`config.mk`:
```
export PLATFORM = sky130hd
export DESIGN_NAME = rgb_to_hsv_converter_top
export DESIGN_NICKNAME = d
export VERILOG_FILES = /design/src/rtl/rhsv_pkg.sv /design/src/rtl/rhsv_front.sv /design/src/rtl/rhsv_div.sv /design/src/rtl/rgb_to_hsv_converter_top.sv
export SDC_FILE = /design/constraint.sdc
export NUM_CORES = 2
export LEC_CHECK = 0
export BUFFER_PORTS_ARGS = -buffer_cell sky130_fd_sc_hd__buf_2
export CORE_MARGIN = 3
export CORE_UTILIZATION = 34
export CTS_CLUSTER_SIZE = 40
export DETAILED_ROUTE_END_ITERATION = 16
export PLACE_DENSITY_LB_ADDON = 0.1
export SETUP_SLACK_MARGIN = 0.3
export SLEW_MARGIN = 20
export SYNTH_ARGS = -nofsm -noshare
export SYNTH_HDL_FRONTEND = slang
export SYNTH_SLANG_ARGS = --single-unit
```
`constraint.sdc`:
```
create_clock -name clock -period 6.23 [get_ports clock]
set_clock_uncertainty 0.15 [all_clocks]
set_input_delay 0.9345 -clock clock [delete_from_list [all_inputs] [get_ports clock]]
set_output_delay 0.9345 -clock clock [all_outputs]
set_load 0.005 [all_outputs]
```
`src/rtl/rhsv_pkg.sv`:
```
package rhsv_pkg;

   // component width, used by the payload structs
   localparam int COMP_BITS = 16;
   localparam int THR_BITS  = 16;

   localparam longint unsigned TURN = 64'd1 << COMP_BITS;
   localparam logic [COMP_BITS-1:0] HUE_BASE_RED   = '0;
   localparam logic [COMP_BITS-1:0] HUE_BASE_GREEN = COMP_BITS'(TURN / 3);
   localparam logic [COMP_BITS-1:0] HUE_BASE_BLUE  = COMP_BITS'((2 * TURN) / 3);

   // divider shapes
   localparam int SAT_NUM_BITS = 2 * COMP_BITS;
   localparam int SAT_DEN_BITS = COMP_BITS;
   localparam int HUE_NUM_BITS = 2 * COMP_BITS;
   localparam int HUE_DEN_BITS = COMP_BITS + 3;

   typedef enum logic [1:0] {
      SECTOR_RED,
      SECTOR_GREEN,
      SECTOR_BLUE
   } rhsv_sector_type;

   typedef struct packed {
      logic [COMP_BITS-1:0] red;
      logic [COMP_BITS-1:0] green;
      logic [COMP_BITS-1:0] blue;
      logic [COMP_BITS-1:0] alpha_in;
   } rhsv_req_type;

   typedef struct packed {
      logic [COMP_BITS-1:0] hue;
      logic [COMP_BITS-1:0] saturation;
      logic [COMP_BITS-1:0] brightness;
      logic [COMP_BITS-1:0] alpha_out;
   } rhsv_rsp_type;

   // side data riding along the saturation divider
   typedef struct packed {
      logic                 dark;
      logic [COMP_BITS-1:0] brightness;
      logic [COMP_BITS-1:0] alpha;
   } rhsv_sat_side_type;

   // side data riding along the hue divider
   typedef struct packed {
      logic            grey;
      logic            neg;
      rhsv_sector_type sector;
   } rhsv_hue_side_type;

   function automatic logic [COMP_BITS-1:0] sector_base(rhsv_sector_type s);
      logic [COMP_BITS-1:0] b;
      case (s)
         SECTOR_RED:   b = HUE_BASE_RED;
         SECTOR_GREEN: b = HUE_BASE_GREEN;
         SECTOR_BLUE:  b = HUE_BASE_BLUE;
         default:      b = HUE_BASE_RED;
      endcase
      return b;
   endfunction

endpackage

```
`src/rtl/rhsv_front.sv`:
```
module rhsv_front (
   input  logic                                clock,
   input  logic                                reset,
   input  logic                                in_valid,
   input  rhsv_pkg::rhsv_req_type              in_pixel,
   input  logic [rhsv_pkg::THR_BITS-1:0]       threshold,
   output logic                                out_valid,
   output logic [rhsv_pkg::SAT_NUM_BITS-1:0]   sat_num,
   output logic [rhsv_pkg::SAT_DEN_BITS-1:0]   sat_den,
   output rhsv_pkg::rhsv_sat_side_type         sat_side,
   output logic [rhsv_pkg::HUE_NUM_BITS-1:0]   hue_num,
   output logic [rhsv_pkg::HUE_DEN_BITS-1:0]   hue_den,
   output rhsv_pkg::rhsv_hue_side_type         hue_side
);
   import rhsv_pkg::*;

   localparam int N = COMP_BITS;

   logic            s1_valid_ff, s1_valid_in;
   logic [N-1:0]    s1_mx_ff, s1_mx_in;
   logic [N-1:0]    s1_mn_ff, s1_mn_in;
   logic [N-1:0]    s1_pos_ff, s1_pos_in;
   logic [N-1:0]    s1_neg_ff, s1_neg_in;
   logic [N-1:0]    s1_alpha_ff, s1_alpha_in;
   rhsv_sector_type s1_sector_ff, s1_sector_in;

   logic                    s2_valid_ff, s2_valid_in;
   logic [SAT_NUM_BITS-1:0] s2_sat_num_ff, s2_sat_num_in;
   logic [SAT_DEN_BITS-1:0] s2_sat_den_ff, s2_sat_den_in;
   rhsv_sat_side_type       s2_sat_side_ff, s2_sat_side_in;
   logic [HUE_NUM_BITS-1:0] s2_hue_num_ff, s2_hue_num_in;
   logic [HUE_DEN_BITS-1:0] s2_hue_den_ff, s2_hue_den_in;
   rhsv_hue_side_type       s2_hue_side_ff, s2_hue_side_in;

   logic [N-1:0] chroma;
   logic [N-1:0] diff;

   // stage one: max, min and sector pick
   always_comb begin
      logic [N-1:0] mx;
      logic [N-1:0] mn;
      mx = (in_pixel.red > in_pixel.green) ? in_pixel.red : in_pixel.green;
      if (in_pixel.blue > mx) mx = in_pixel.blue;
      mn = (in_pixel.red < in_pixel.green) ? in_pixel.red : in_pixel.green;
      if (in_pixel.blue < mn) mn = in_pixel.blue;
      s1_valid_in = in_valid;
      s1_mx_in    = mx;
      s1_mn_in    = mn;
      s1_alpha_in = in_pixel.alpha_in;
      if (mx == in_pixel.red) begin
         s1_sector_in = SECTOR_RED;
         s1_pos_in    = in_pixel.green;
         s1_neg_in    = in_pixel.blue;
      end else if (mx == in_pixel.green) begin
         s1_sector_in = SECTOR_GREEN;
         s1_pos_in    = in_pixel.blue;
         s1_neg_in    = in_pixel.red;
      end else begin
         s1_sector_in = SECTOR_BLUE;
         s1_pos_in    = in_pixel.red;
         s1_neg_in    = in_pixel.green;
      end
   end

   // stage two: chroma, offset sign, thresholds, divider operands
   assign chroma = s1_mx_ff - s1_mn_ff;
   assign diff   = (s1_pos_ff >= s1_neg_ff) ? (s1_pos_ff - s1_neg_ff)
                                            : (s1_neg_ff - s1_pos_ff);

   always_comb begin
      s2_valid_in               = s1_valid_ff;
      s2_sat_side_in.dark       = (33'(s1_mx_ff) < 33'(threshold)) || (s1_mx_ff == '0);
      s2_sat_side_in.brightness = s1_mx_ff;
      s2_sat_side_in.alpha      = s1_alpha_ff;
      s2_hue_side_in.grey       = (33'(chroma) < 33'(threshold)) || (chroma == '0);
      s2_hue_side_in.neg        = s1_pos_ff < s1_neg_ff;
      s2_hue_side_in.sector     = s1_sector_ff;
      // chroma * full scale as a shift and subtract
      s2_sat_num_in = {chroma, {N{1'b0}}} - SAT_NUM_BITS'(chroma);
      s2_sat_den_in = s1_mx_ff;
      s2_hue_num_in = {diff, {N{1'b0}}};
      // six times chroma
      s2_hue_den_in = (HUE_DEN_BITS'(chroma) << 2) + (HUE_DEN_BITS'(chroma) << 1);
   end

   always_ff @(posedge clock) begin
      if (reset) begin
         s1_valid_ff <= 1'b0;
         s2_valid_ff <= 1'b0;
      end else begin
         s1_valid_ff <= s1_valid_in;
         s2_valid_ff <= s2_valid_in;
      end
   end

   always_ff @(posedge clock) begin
      s1_mx_ff       <= s1_mx_in;
      s1_mn_ff       <= s1_mn_in;
      s1_pos_ff      <= s1_pos_in;
      s1_neg_ff      <= s1_neg_in;
      s1_alpha_ff    <= s1_alpha_in;
      s1_sector_ff   <= s1_sector_in;
      s2_sat_num_ff  <= s2_sat_num_in;
      s2_sat_den_ff  <= s2_sat_den_in;
      s2_sat_side_ff <= s2_sat_side_in;
      s2_hue_num_ff  <= s2_hue_num_in;
      s2_hue_den_ff  <= s2_hue_den_in;
      s2_hue_side_ff <= s2_hue_side_in;
   end

   assign out_valid = s2_valid_ff;
   assign sat_num   = s2_sat_num_ff;
   assign sat_den   = s2_sat_den_ff;
   assign sat_side  = s2_sat_side_ff;
   assign hue_num   = s2_hue_num_ff;
   assign hue_den   = s2_hue_den_ff;
   assign hue_side  = s2_hue_side_ff;

endmodule

```
`src/rtl/rhsv_div.sv`:
```
module rhsv_div #(
   parameter int NUM_W  = 32,
   parameter int DEN_W  = 16,
   parameter int QUO_W  = 16,
   parameter int SIDE_W = 1
) (
   input  logic              clock,
   input  logic              reset,
   input  logic              in_valid,
   input  logic [NUM_W-1:0]  in_num,
   input  logic [DEN_W-1:0]  in_den,
   input  logic [SIDE_W-1:0] in_side,
   output logic              out_valid,
   output logic [QUO_W-1:0]  out_quo,
   output logic [SIDE_W-1:0] out_side
);
   // quotient must fit QUO_W bits: num < den * 2**QUO_W
   localparam int CMP_W = DEN_W + QUO_W;

   logic              valid_ff [QUO_W];
   logic [CMP_W-1:0]  rem_ff   [QUO_W];
   logic [DEN_W-1:0]  den_ff   [QUO_W];
   logic [QUO_W-1:0]  quo_ff   [QUO_W];
   logic [SIDE_W-1:0] side_ff  [QUO_W];

   // one quotient bit per stage, most significant first
   for (genvar s = 0; s < QUO_W; s++) begin : g_stage
      localparam int K = QUO_W - 1 - s;
      logic              src_valid;
      logic [CMP_W-1:0]  src_rem;
      logic [DEN_W-1:0]  src_den;
      logic [QUO_W-1:0]  src_quo;
      logic [SIDE_W-1:0] src_side;
      logic [CMP_W-1:0]  trial;
      logic              fits;
      logic              valid_in;
      logic [CMP_W-1:0]  rem_in;
      logic [QUO_W-1:0]  quo_in;

      if (s == 0) begin : g_first
         assign src_valid = in_valid;
         assign src_rem   = CMP_W'(in_num);
         assign src_den   = in_den;
         assign src_quo   = '0;
         assign src_side  = in_side;
      end else begin : g_next
         assign src_valid = valid_ff[s-1];
         assign src_rem   = rem_ff[s-1];
         assign src_den   = den_ff[s-1];
         assign src_quo   = quo_ff[s-1];
         assign src_side  = side_ff[s-1];
      end

      // trial subtract of the shifted divisor
      assign trial    = CMP_W'(src_den) << K;
      assign fits     = src_rem >= trial;
      assign valid_in = src_valid;
      assign rem_in   = fits ? (src_rem - trial) : src_rem;
      assign quo_in   = fits ? (src_quo | (QUO_W'(1) << K)) : src_quo;

      always_ff @(posedge clock) begin
         if (reset) begin
            valid_ff[s] <= 1'b0;
         end else begin
            valid_ff[s] <= valid_in;
         end
      end

      always_ff @(posedge clock) begin
         rem_ff[s]  <= rem_in;
         den_ff[s]  <= src_den;
         quo_ff[s]  <= quo_in;
         side_ff[s] <= src_side;
      end
   end

   assign out_valid = valid_ff[QUO_W-1];
   assign out_quo   = quo_ff[QUO_W-1];
   assign out_side  = side_ff[QUO_W-1];

endmodule

```
`src/rtl/rgb_to_hsv_converter_top.sv`:
```
// channel   ports                          direction  meaning
// request   start, busy, req_pixel         in         one rgba pixel per accepted start
// result    rsp_valid, rsp_pixel           out        one hsv+alpha pixel, one-cycle strobe
// config    csr_wr_en, csr_wr_data         in         near-zero threshold write
//
// a request is taken on every cycle with start high; busy is tied low
// the pipeline has two front stages, one divider stage per quotient bit and
// one output stage; throughput one pixel per clock
// the restoring divider pipelines for saturation and hue set the depth
// synchronous reset clears all valid bits and sets the threshold to 1
// the receiver cannot stall, so results leave on their strobe cycle
module rgb_to_hsv_converter_top (
   input  logic                          clock,
   input  logic                          reset,
   input  logic                          start,
   output logic                          busy,
   input  rhsv_pkg::rhsv_req_type        req_pixel,
   output logic                          rsp_valid,
   output rhsv_pkg::rhsv_rsp_type        rsp_pixel,
   input  logic                          csr_wr_en,
   input  logic [rhsv_pkg::THR_BITS-1:0] csr_wr_data
);
   import rhsv_pkg::*;

   localparam int N       = COMP_BITS;
   localparam int LATENCY = N + 3;

   logic [THR_BITS-1:0] thr_ff, thr_in;

   logic                    fr_valid;
   logic [SAT_NUM_BITS-1:0] fr_sat_num;
   logic [SAT_DEN_BITS-1:0] fr_sat_den;
   rhsv_sat_side_type       fr_sat_side;
   logic [HUE_NUM_BITS-1:0] fr_hue_num;
   logic [HUE_DEN_BITS-1:0] fr_hue_den;
   rhsv_hue_side_type       fr_hue_side;

   logic              sd_valid;
   logic [N-1:0]      sd_quo;
   rhsv_sat_side_type sd_side;
   logic              hd_valid;
   logic [N-1:0]      hd_quo;
   rhsv_hue_side_type hd_side;

   logic         rsp_valid_ff, rsp_valid_in;
   rhsv_rsp_type rsp_pixel_ff, rsp_pixel_in;

   // threshold register
   assign thr_in = csr_wr_en ? csr_wr_data : thr_ff;

   always_ff @(posedge clock) begin
      if (reset) begin
         thr_ff <= THR_BITS'(1);
      end else begin
         thr_ff <= thr_in;
      end
   end

   assign busy = 1'b0;

   rhsv_front u_front (
      .clock     (clock),
      .reset     (reset),
      .in_valid  (start),
      .in_pixel  (req_pixel),
      .threshold (thr_ff),
      .out_valid (fr_valid),
      .sat_num   (fr_sat_num),
      .sat_den   (fr_sat_den),
      .sat_side  (fr_sat_side),
      .hue_num   (fr_hue_num),
      .hue_den   (fr_hue_den),
      .hue_side  (fr_hue_side)
   );

   rhsv_div #(
      .NUM_W  (SAT_NUM_BITS),
      .DEN_W  (SAT_DEN_BITS),
      .QUO_W  (N),
      .SIDE_W ($bits(rhsv_sat_side_type))
   ) u_sat_div (
      .clock     (clock),
      .reset     (reset),
      .in_valid  (fr_valid),
      .in_num    (fr_sat_num),
      .in_den    (fr_sat_den),
      .in_side   (fr_sat_side),
      .out_valid (sd_valid),
      .out_quo   (sd_quo),
      .out_side  (sd_side)
   );

   rhsv_div #(
      .NUM_W  (HUE_NUM_BITS),
      .DEN_W  (HUE_DEN_BITS),
      .QUO_W  (N),
      .SIDE_W ($bits(rhsv_hue_side_type))
   ) u_hue_div (
      .clock     (clock),
      .reset     (reset),
      .in_valid  (fr_valid),
      .in_num    (fr_hue_num),
      .in_den    (fr_hue_den),
      .in_side   (fr_hue_side),
      .out_valid (hd_valid),
      .out_quo   (hd_quo),
      .out_side  (hd_side)
   );

   // hue assembly and zero rules
   always_comb begin
      logic [N-1:0] base;
      base         = sector_base(hd_side.sector);
      rsp_valid_in = sd_valid;
      rsp_pixel_in.brightness = sd_side.brightness;
      rsp_pixel_in.alpha_out  = sd_side.alpha;
      rsp_pixel_in.saturation = sd_side.dark ? '0 : sd_quo;
      if (sd_side.dark || hd_side.grey) begin
         rsp_pixel_in.hue = '0;
      end else if (hd_side.neg) begin
         rsp_pixel_in.hue = base - hd_quo;
      end else begin
         rsp_pixel_in.hue = base + hd_quo;
      end
   end

   always_ff @(posedge clock) begin
      if (reset) begin
         rsp_valid_ff <= 1'b0;
      end else begin
         rsp_valid_ff <= rsp_valid_in;
      end
   end

   always_ff @(posedge clock) begin
      rsp_pixel_ff <= rsp_pixel_in;
   end

   assign rsp_valid = rsp_valid_ff;
   assign rsp_pixel = rsp_pixel_ff;

   // both divider pipelines stay in lockstep
   a_div_lockstep: assert property (@(posedge clock) disable iff (reset)
      sd_valid == hd_valid)
      else $error("divider valid bits out of step");

   // every request gives a result after the fixed latency
   a_latency: assert property (@(posedge clock) disable iff (reset)
      start |-> ##LATENCY rsp_valid)
      else $error("result missing after request");

   // a black pixel has no hue and no saturation
   a_black: assert property (@(posedge clock) disable iff (reset)
      (rsp_valid && rsp_pixel.brightness == '0) |->
         (rsp_pixel.hue == '0 && rsp_pixel.saturation == '0))
      else $error("black pixel with hue or saturation");

endmodule

```
* Yosys cells after proc, flatten, opt, wreduce, memory -nomap -nowiden
Memory sizes are Yosys's and may differ from the RTL's. A register that Yosys moved wholly into a read port is not among the register bits.
Index checks and enable logic that the tools add are counted.
** Operators by class
- Reductions and logical operators :: 5
- Add/subtract/negate cells :: 39
- Muxes and demuxes :: 95
- Equal/unequal tests :: 4
- Order comparisons :: 40
- Bitwise gates (word level) :: 16
** Operators with widths (number)
- $mux 35 :: 16
- $mux 32 :: 16
- $mux 16 :: 12
- $lt 16x16->1 :: 5
- $sub 16x16->16 :: 4
- $sub 32x16->32 :: 2
- $ge 35x19->1 :: 1
- $ge 35x20->1 :: 1
- $ge 35x21->1 :: 1
- $ge 35x22->1 :: 1
- $ge 35x23->1 :: 1
- $ge 35x24->1 :: 1
- $ge 35x25->1 :: 1
- $ge 35x26->1 :: 1
- $ge 35x27->1 :: 1
- $ge 35x28->1 :: 1
- $ge 35x29->1 :: 1
- $ge 35x30->1 :: 1
- $ge 35x31->1 :: 1
- $ge 35x32->1 :: 1
- $ge 35x33->1 :: 1
- $sub 32x34->35 :: 1
- $sub 35x19->35 :: 1
- $sub 35x20->35 :: 1
- other kinds (71) :: 126
** Word-level totals
- Word-level logic and storage cells :: 229
- Output and inout bits :: 66
- RAM bits :: 2752
- Flip-flop bits (word level) :: 252
- Memories kept :: 9
- Bits of input ports :: 84
** Memories
- u_hue_div.rem_ff :: words 16, bits a word 35, read ports 15, clocked after memory_dff 0, write ports 16, line rhsv_div.sv:21 : logic [CMP_W-1:0] rem_ff [QUO_W];
- u_sat_div.side_ff :: words 16, bits a word 33, read ports 16, clocked after memory_dff 0, write ports 16, line rhsv_div.sv:24 : logic [SIDE_W-1:0] side_ff [QUO_W];
- u_sat_div.rem_ff :: words 16, bits a word 32, read ports 15, clocked after memory_dff 0, write ports 16, line rhsv_div.sv:21
- u_hue_div.den_ff :: words 16, bits a word 19, read ports 15, clocked after memory_dff 0, write ports 16, line rhsv_div.sv:22 : logic [DEN_W-1:0] den_ff [QUO_W];
- u_hue_div.quo_ff :: words 16, bits a word 16, read ports 16, clocked after memory_dff 0, write ports 16, line rhsv_div.sv:23 : logic [QUO_W-1:0] quo_ff [QUO_W];
- u_sat_div.den_ff :: words 16, bits a word 16, read ports 15, clocked after memory_dff 0, write ports 16, line rhsv_div.sv:22
- 3 more memories

* Depth between registers and ports, before layout
- Depth in word-level cells :: 7
- Mapped depth :: 24
- Depth with buffers taken out :: 22

* Cells and area by module
From an unflattened synthesis, not the netlist that was laid out.
** Unflattened totals
- Cell total of the unflattened synthesis :: 10008
- Area total of the unflattened synthesis :: 102637.2 sq um
** By module, submodules not included
- rhsv_div at u_sat_div :: cells each 4244, sequential area each 28026.9 sq um, times used 1, area an instance 46499.6 sq um
- rhsv_div at u_hue_div :: cells each 4164, sequential area each 20539.7 sq um, times used 1, area an instance 41178.2 sq um
- rhsv_front :: cells each 1294, sequential area each 3703.6 sq um, times used 1, area an instance 11826.3 sq um
- rgb_to_hsv_converter_top :: cells each 306, sequential area each 1621.6 sq um, times used 1, area an instance 3133.0 sq um

* Worst setup path after synthesis
Ideal clock, no wire load.
- Path type :: input port to flip-flop
- From :: input req_pixel[37] in the netlist's numbering
- To :: register u_front.s1_sector_ff[1]
- Required time :: 5.965 ns
- Path slack :: 0.048 ns
- Setup time :: 0.115 ns
- Stages :: 22
- Path buffers :: 4
- Data arrival time :: 5.917 ns
- Path through :: clkbuf_1 -> inv_1 -> ha_1 -> and3_1 -> a221oi_1 -> nor3_1 -> a211oi_1 -> nor2_1 -> clkbuf_1 -> mux2i_1 -> ha_1 -> a211oi_1 -> nor2_1 -> o31a_1 -> o31ai_4 -> buf_2 -> nor2_1 -> a211o_1 -> a221oi_1 -> nand3_2 -> buf_2 -> and2_1
** Between the ends
- Longest elaborated chain between the ends :: 6
- Elaborated cells on any way between the ends :: 7
- Classes of those cells :: order compare: 2; eq/ne: 2; mux: 3
** RTL lines
- from (decl) :: line rgb_to_hsv_converter_top.sv:17 : input rhsv_pkg::rhsv_req_type req_pixel,
- $gt 16x16->1 :: line rhsv_front.sv:42 : mx = (in_pixel.red > in_pixel.green) ? in_pixel.red : in_pixel.green;
- $mux 16 :: line rhsv_front.sv:42
- $gt 16x16->1 :: line rhsv_front.sv:43 : if (in_pixel.blue > mx) mx = in_pixel.blue;
- $mux 16 :: line rhsv_front.sv:43
- $eq 16x16->1 :: line rhsv_front.sv:54 : end else if (mx == in_pixel.green) begin
- $mux 2 :: line rhsv_front.sv:54
- to (signal assigned) :: line rhsv_front.sv:102 : s1_sector_ff <= s1_sector_in;
- to (decl) :: line rhsv_front.sv:25 : rhsv_sector_type s1_sector_ff, s1_sector_in;
Parallel ways exist; a longest one is shown, timed or not.
A chain may end at the register's enable or synchronous reset.

* Worst setup path after layout
- From :: input req_pixel[41] in the netlist's numbering
- To :: register u_front.s1_pos_ff[15]
** Between the ends
- Longest elaborated chain between the ends :: 7
- Elaborated cells on any way between the ends :: 8
- Classes of those cells :: order compare: 2; eq/ne: 2; mux: 4
** RTL lines
- $gt 16x16->1 :: line rhsv_front.sv:42
- $mux 16 :: line rhsv_front.sv:42
- $gt 16x16->1 :: line rhsv_front.sv:43
- $mux 16 :: line rhsv_front.sv:43
- $eq 16x16->1 :: line rhsv_front.sv:54
- $mux 16 :: line rhsv_front.sv:54
- $mux 16 (*) :: line rhsv_front.sv:50 : if (mx == in_pixel.red) begin
- net u_front.s1_pos_in[15] :: line rhsv_front.sv:22 : logic [N-1:0] s1_pos_ff, s1_pos_in;
- to (signal assigned) :: line rhsv_front.sv:99 : s1_pos_ff <= s1_pos_in;
- to (decl) :: line rhsv_front.sv:22
Mark *: on every way through the listed nets, which the timed path passes. The rest lies on a longest branch.

==> impl_metrics.toml <==
[synth]
synthCells = 8986
syn-num-nets = 9820
async_flop_share_pct = 0
ys_types = 90
synth_edf_count = 0
avgSynthCellArea_sq_um = 9.99
yosys_warnings = 0
ys_ff_latch = 2257
syn_area_sq_mm = 0.0897
synth-main-ff-cell = "dfxtp_1"
yosysSeqAreaShare_pct = 50.3

[routing]
ant_nets = 0
wire_per_inst_microns = 16.2
drc_errors = 0
via_per_inst = 4.67
dr.first_iter.drc_count = 2530
vias = 61000
first_pass_iters = 9
wirelength_mm = 211

[finish]
regArea_sq_mm = 0.0452
mostFrequentLayoutCells = "2,257 x dfxtp_1, 831 x inv_1, 715 x ha_1, 598 x nor2_1, 566 x a21oi_1"
multi_input_area_sq_mm = 0.0409
postLayoutCellArea_sq_mm = 0.104
layoutNonFillerInstCount = 13100
fillers = 25700
fin_nets = 10200
layout-drive-gt1-share_pct = 9.68
layout_commonest_cell = "dfxtp_1"
syn_to_final_growth_pct = 16.3

[worst_setup_path]
worstSetupPathType = "in -> reg"
reg2regPathDepth = 19
worstSetupStartpointType = "primary input"
r2r-start = "u_front.s1_mx_ff[0]$_DFF_P_"
regToRegEndpoint = "u_front.hue_den[18]$_DFF_P_"
end_kind = "flop"
critPathArrivalTime_ns = 6.05
critPathLaunch = "req_pixel[41]"
worstPathMaxFanout = 15
rrSetupSlack_ns = 1.45
crit_end = "u_front.s1_pos_ff[15]$_DFF_P_"
cp_data_required_time_ns = 6.84

[floorplan]
die_h_microns = 520
start_util_pct = 34.4
core_sq_mm = 0.261
die_w_microns = 520
die_area_sq_mm = 0.270
io_pins = 150
num_rows = 187

[clock_network]
cts_setup_buffers = 0
cts_tree = "built"
ctsLongestPathBuffers = 4
cts.htree.levels = 5
cts_root_buffer = "clkbuf_16"
numCtsBuffers = 277
cts.clk_slew.worst_paths_ns = 0.06
cts-resized-gates = 0
postCtsHoldBufs = 16
insertion_delay_ns = 0.95
cts.sinks = 2257

[grt]
grt_pass1_wl_mm = 334
track_usage_pct = 15.3
overflow = 0
grt_max_degree = 36
antenna_found_initial = 4
grt_pass1_vias = 62800

[run]
cap_violations = 0

[placed_design]
hpwl_mm = 163
place_area_sq_mm = 0.0953
placedCellCount = 12600
portBuffers = 148
gp_congestion = 0.905

[timing]
rsz0062_at_grt = "false"
setup_viol = 0
finalCritPeriodShare_pct = 87.3
slew_violations = 0
fmax_mhz = 184
min_period_ns = 5.44
finalHoldViolations = 0
slew_headroom_pct = 32.6
worst_pin_slew_ns = 1.00

[min_path]
holdCritPathClass = "in -> reg"
hold_path_depth = 2

[run_status]
status = "finished, final reports clean"
-- cell type report --
type | instances | share of cell area, %
Clock buffer | 383 | 7.60
Inverter | 835 | 3.00
Tap cell | 3496 | 4.19
Clock inverter | 87 | 0.926
Antenna cell | 3 | 0.00719
Multi-Input combinational cell | 5736 | 39.2
Sequential cell | 2257 | 43.3
Timing Repair Buffer | 285 | 1.77
-- per-stage QoR --
stage          setup WS [ns]  util, %  TNS (ns)  hold WS [ns]
6_report               0.792     40.0         0         0.107
5_1_grt                0.471     40.0         0        0.0612
4_1_cts                0.765     40.0         0        0.0136
3_5_place_dp          -0.196     36.5     -5.36         0.162
3_3_place_gp          -0.204     36.5     -6.14         0.159
2_1_floorplan          0.319        -         0         0.160
-- kinds of logic after synthesis --
| logic type | count (synthesis) | synth area share [%] |
|---|---|---|
| xor+xnor | 692 | 6.75 |
| simple gates | 2206 | 12.1 |
| compound gates | 1819 | 12.6 |
| buf+inv | 993 | 4.20 |
| mux | 268 | 3.18 |
| other cells | 1 | 0.00418 |
| flops | 2257 | 50.3 |
| fa+ha+maj | 750 | 10.7 |
-- metal layers --
metal | share of wire (%) | up-vias | global-route usage [%]
met5 | 0.0033 | - | 0
met1 | 42 | 28000 | 17.1
met4 | 3.7 | 2 | 6.09
met3 | 3.5 | 445 | 2.68
met2 | 51 | 989 | 28.5
li1 | - | 31600 | -
-- Yosys cell counts (11+ instances only) --
| library cell | instances | area share, % |
|---|---|---|
| ha_1 | 715 | 10 |
| mux2i_1 | 132 | 1.5 |
| o31ai_1 | 62 | 0.52 |
| fa_1 | 35 | 0.78 |
| nand4_1 | 102 | 0.71 |
| and4_1 | 18 | 0.18 |
| a21boi_0 | 50 | 0.42 |
| clkbuf_1 | 127 | 0.53 |
| nand3b_1 | 22 | 0.18 |
| or2_2 | 48 | 0.33 |
| nand2b_1 | 124 | 0.86 |
| o31a_1 | 16 | 0.16 |
| o21bai_1 | 44 | 0.37 |
| o221ai_1 | 11 | 0.11 |
| or3_1 | 85 | 0.59 |
| xor2_1 | 332 | 3.2 |
| xnor2_1 | 360 | 3.5 |
| buf_2 | 15 | 0.084 |
| a211oi_1 | 52 | 0.43 |
| o41ai_1 | 19 | 0.19 |
| a31o_2 | 13 | 0.13 |
| mux2_2 | 136 | 1.7 |
| nor3_1 | 195 | 1.1 |
| nand2_1 | 500 | 2.1 |
| a221oi_1 | 13 | 0.13 |
| nor2_1 | 600 | 2.5 |
| o211ai_1 | 29 | 0.24 |
| buf_1 | 11 | 0.046 |
| a21o_1 | 202 | 1.7 |
| a41oi_1 | 16 | 0.16 |
| a2111oi_0 | 13 | 0.13 |
| inv_1 | 831 | 3.5 |
| nor4_1 | 111 | 0.77 |
| dfxtp_1 | 2257 | 50 |
| o21ai_0 | 465 | 2.6 |
| or4_1 | 32 | 0.27 |
| o21a_1 | 83 | 0.69 |
| and3_1 | 36 | 0.25 |
| a31oi_1 | 44 | 0.31 |
| o2111ai_1 | 13 | 0.13 |
| nand3_1 | 112 | 0.62 |
| nor2b_1 | 150 | 1.0 |
| a211o_1 | 19 | 0.19 |
| a21oi_1 | 571 | 3.2 |
| and2_1 | 28 | 0.20 |
-- critical path, cell delays in order --
cell and delay [ns]:
buf_2 0.09, inv_1 0.08, ha_1 0.32, a41o_1 0.24, a21oi_1 0.17, o221ai_1 0.23
a211oi_4 0.24, nor2_2 0.09, buf_12 0.17, mux2i_1 0.15, ha_1 0.31, nand4_1 0.18
nor4_1 0.44, buf_4 0.18, a21boi_2 0.22, o31ai_4 0.16, o21a_1 0.24, a211o_1 0.34
a22o_1 0.23, a221oi_1 0.30, buf_4 0.18, nand3_2 0.11, buf_4 0.26, mux2i_1 0.15
-- registers in the layout (all words and copies together) (netlist names), 17 cells and up --
name / flops
u_sat_div.side_ff: 274
u_sat_div.den_ff: 254
u_hue_div.rem_ff: 390
u_sat_div.rem_ff: 479
u_front.sat_side: 17
u_hue_div.side_ff: 64
u_hue_div.den_ff: 242
u_sat_div.quo_ff: 136
rsp_pixel: 64
u_front.sat_num: 32
u_hue_div.quo_ff: 136
-- worst min path at each step --
| stage | startpoint | endpoint | slack, ns |
|---|---|---|---|
| floorplan | u_sat_div.side_ff[1][231]$_DFF_P_ | rsp_pixel[0]$_DFF_P_ | 0.16 |
| global placement | u_sat_div.side_ff[0][168]$_DFF_P_ | u_sat_div.side_ff[0][201]$_DFF_P_ | 0.16 |
| detailed placement | u_front.s1_alpha_ff[4]$_DFF_P_ | u_front.sat_side[4]$_DFF_P_ | 0.16 |
| CTS | start | u_front.s1_valid_ff$_SDFF_PP0_ | 0.01 |
| global route | start | u_front.s1_valid_ff$_SDFF_PP0_ | 0.06 |
| finish | start | u_front.s1_valid_ff$_SDFF_PP0_ | 0.11 |
Power is left out: the tool's default activity adds up to more than one toggle a clock period on the data nets, which glitch-free logic cannot reach.
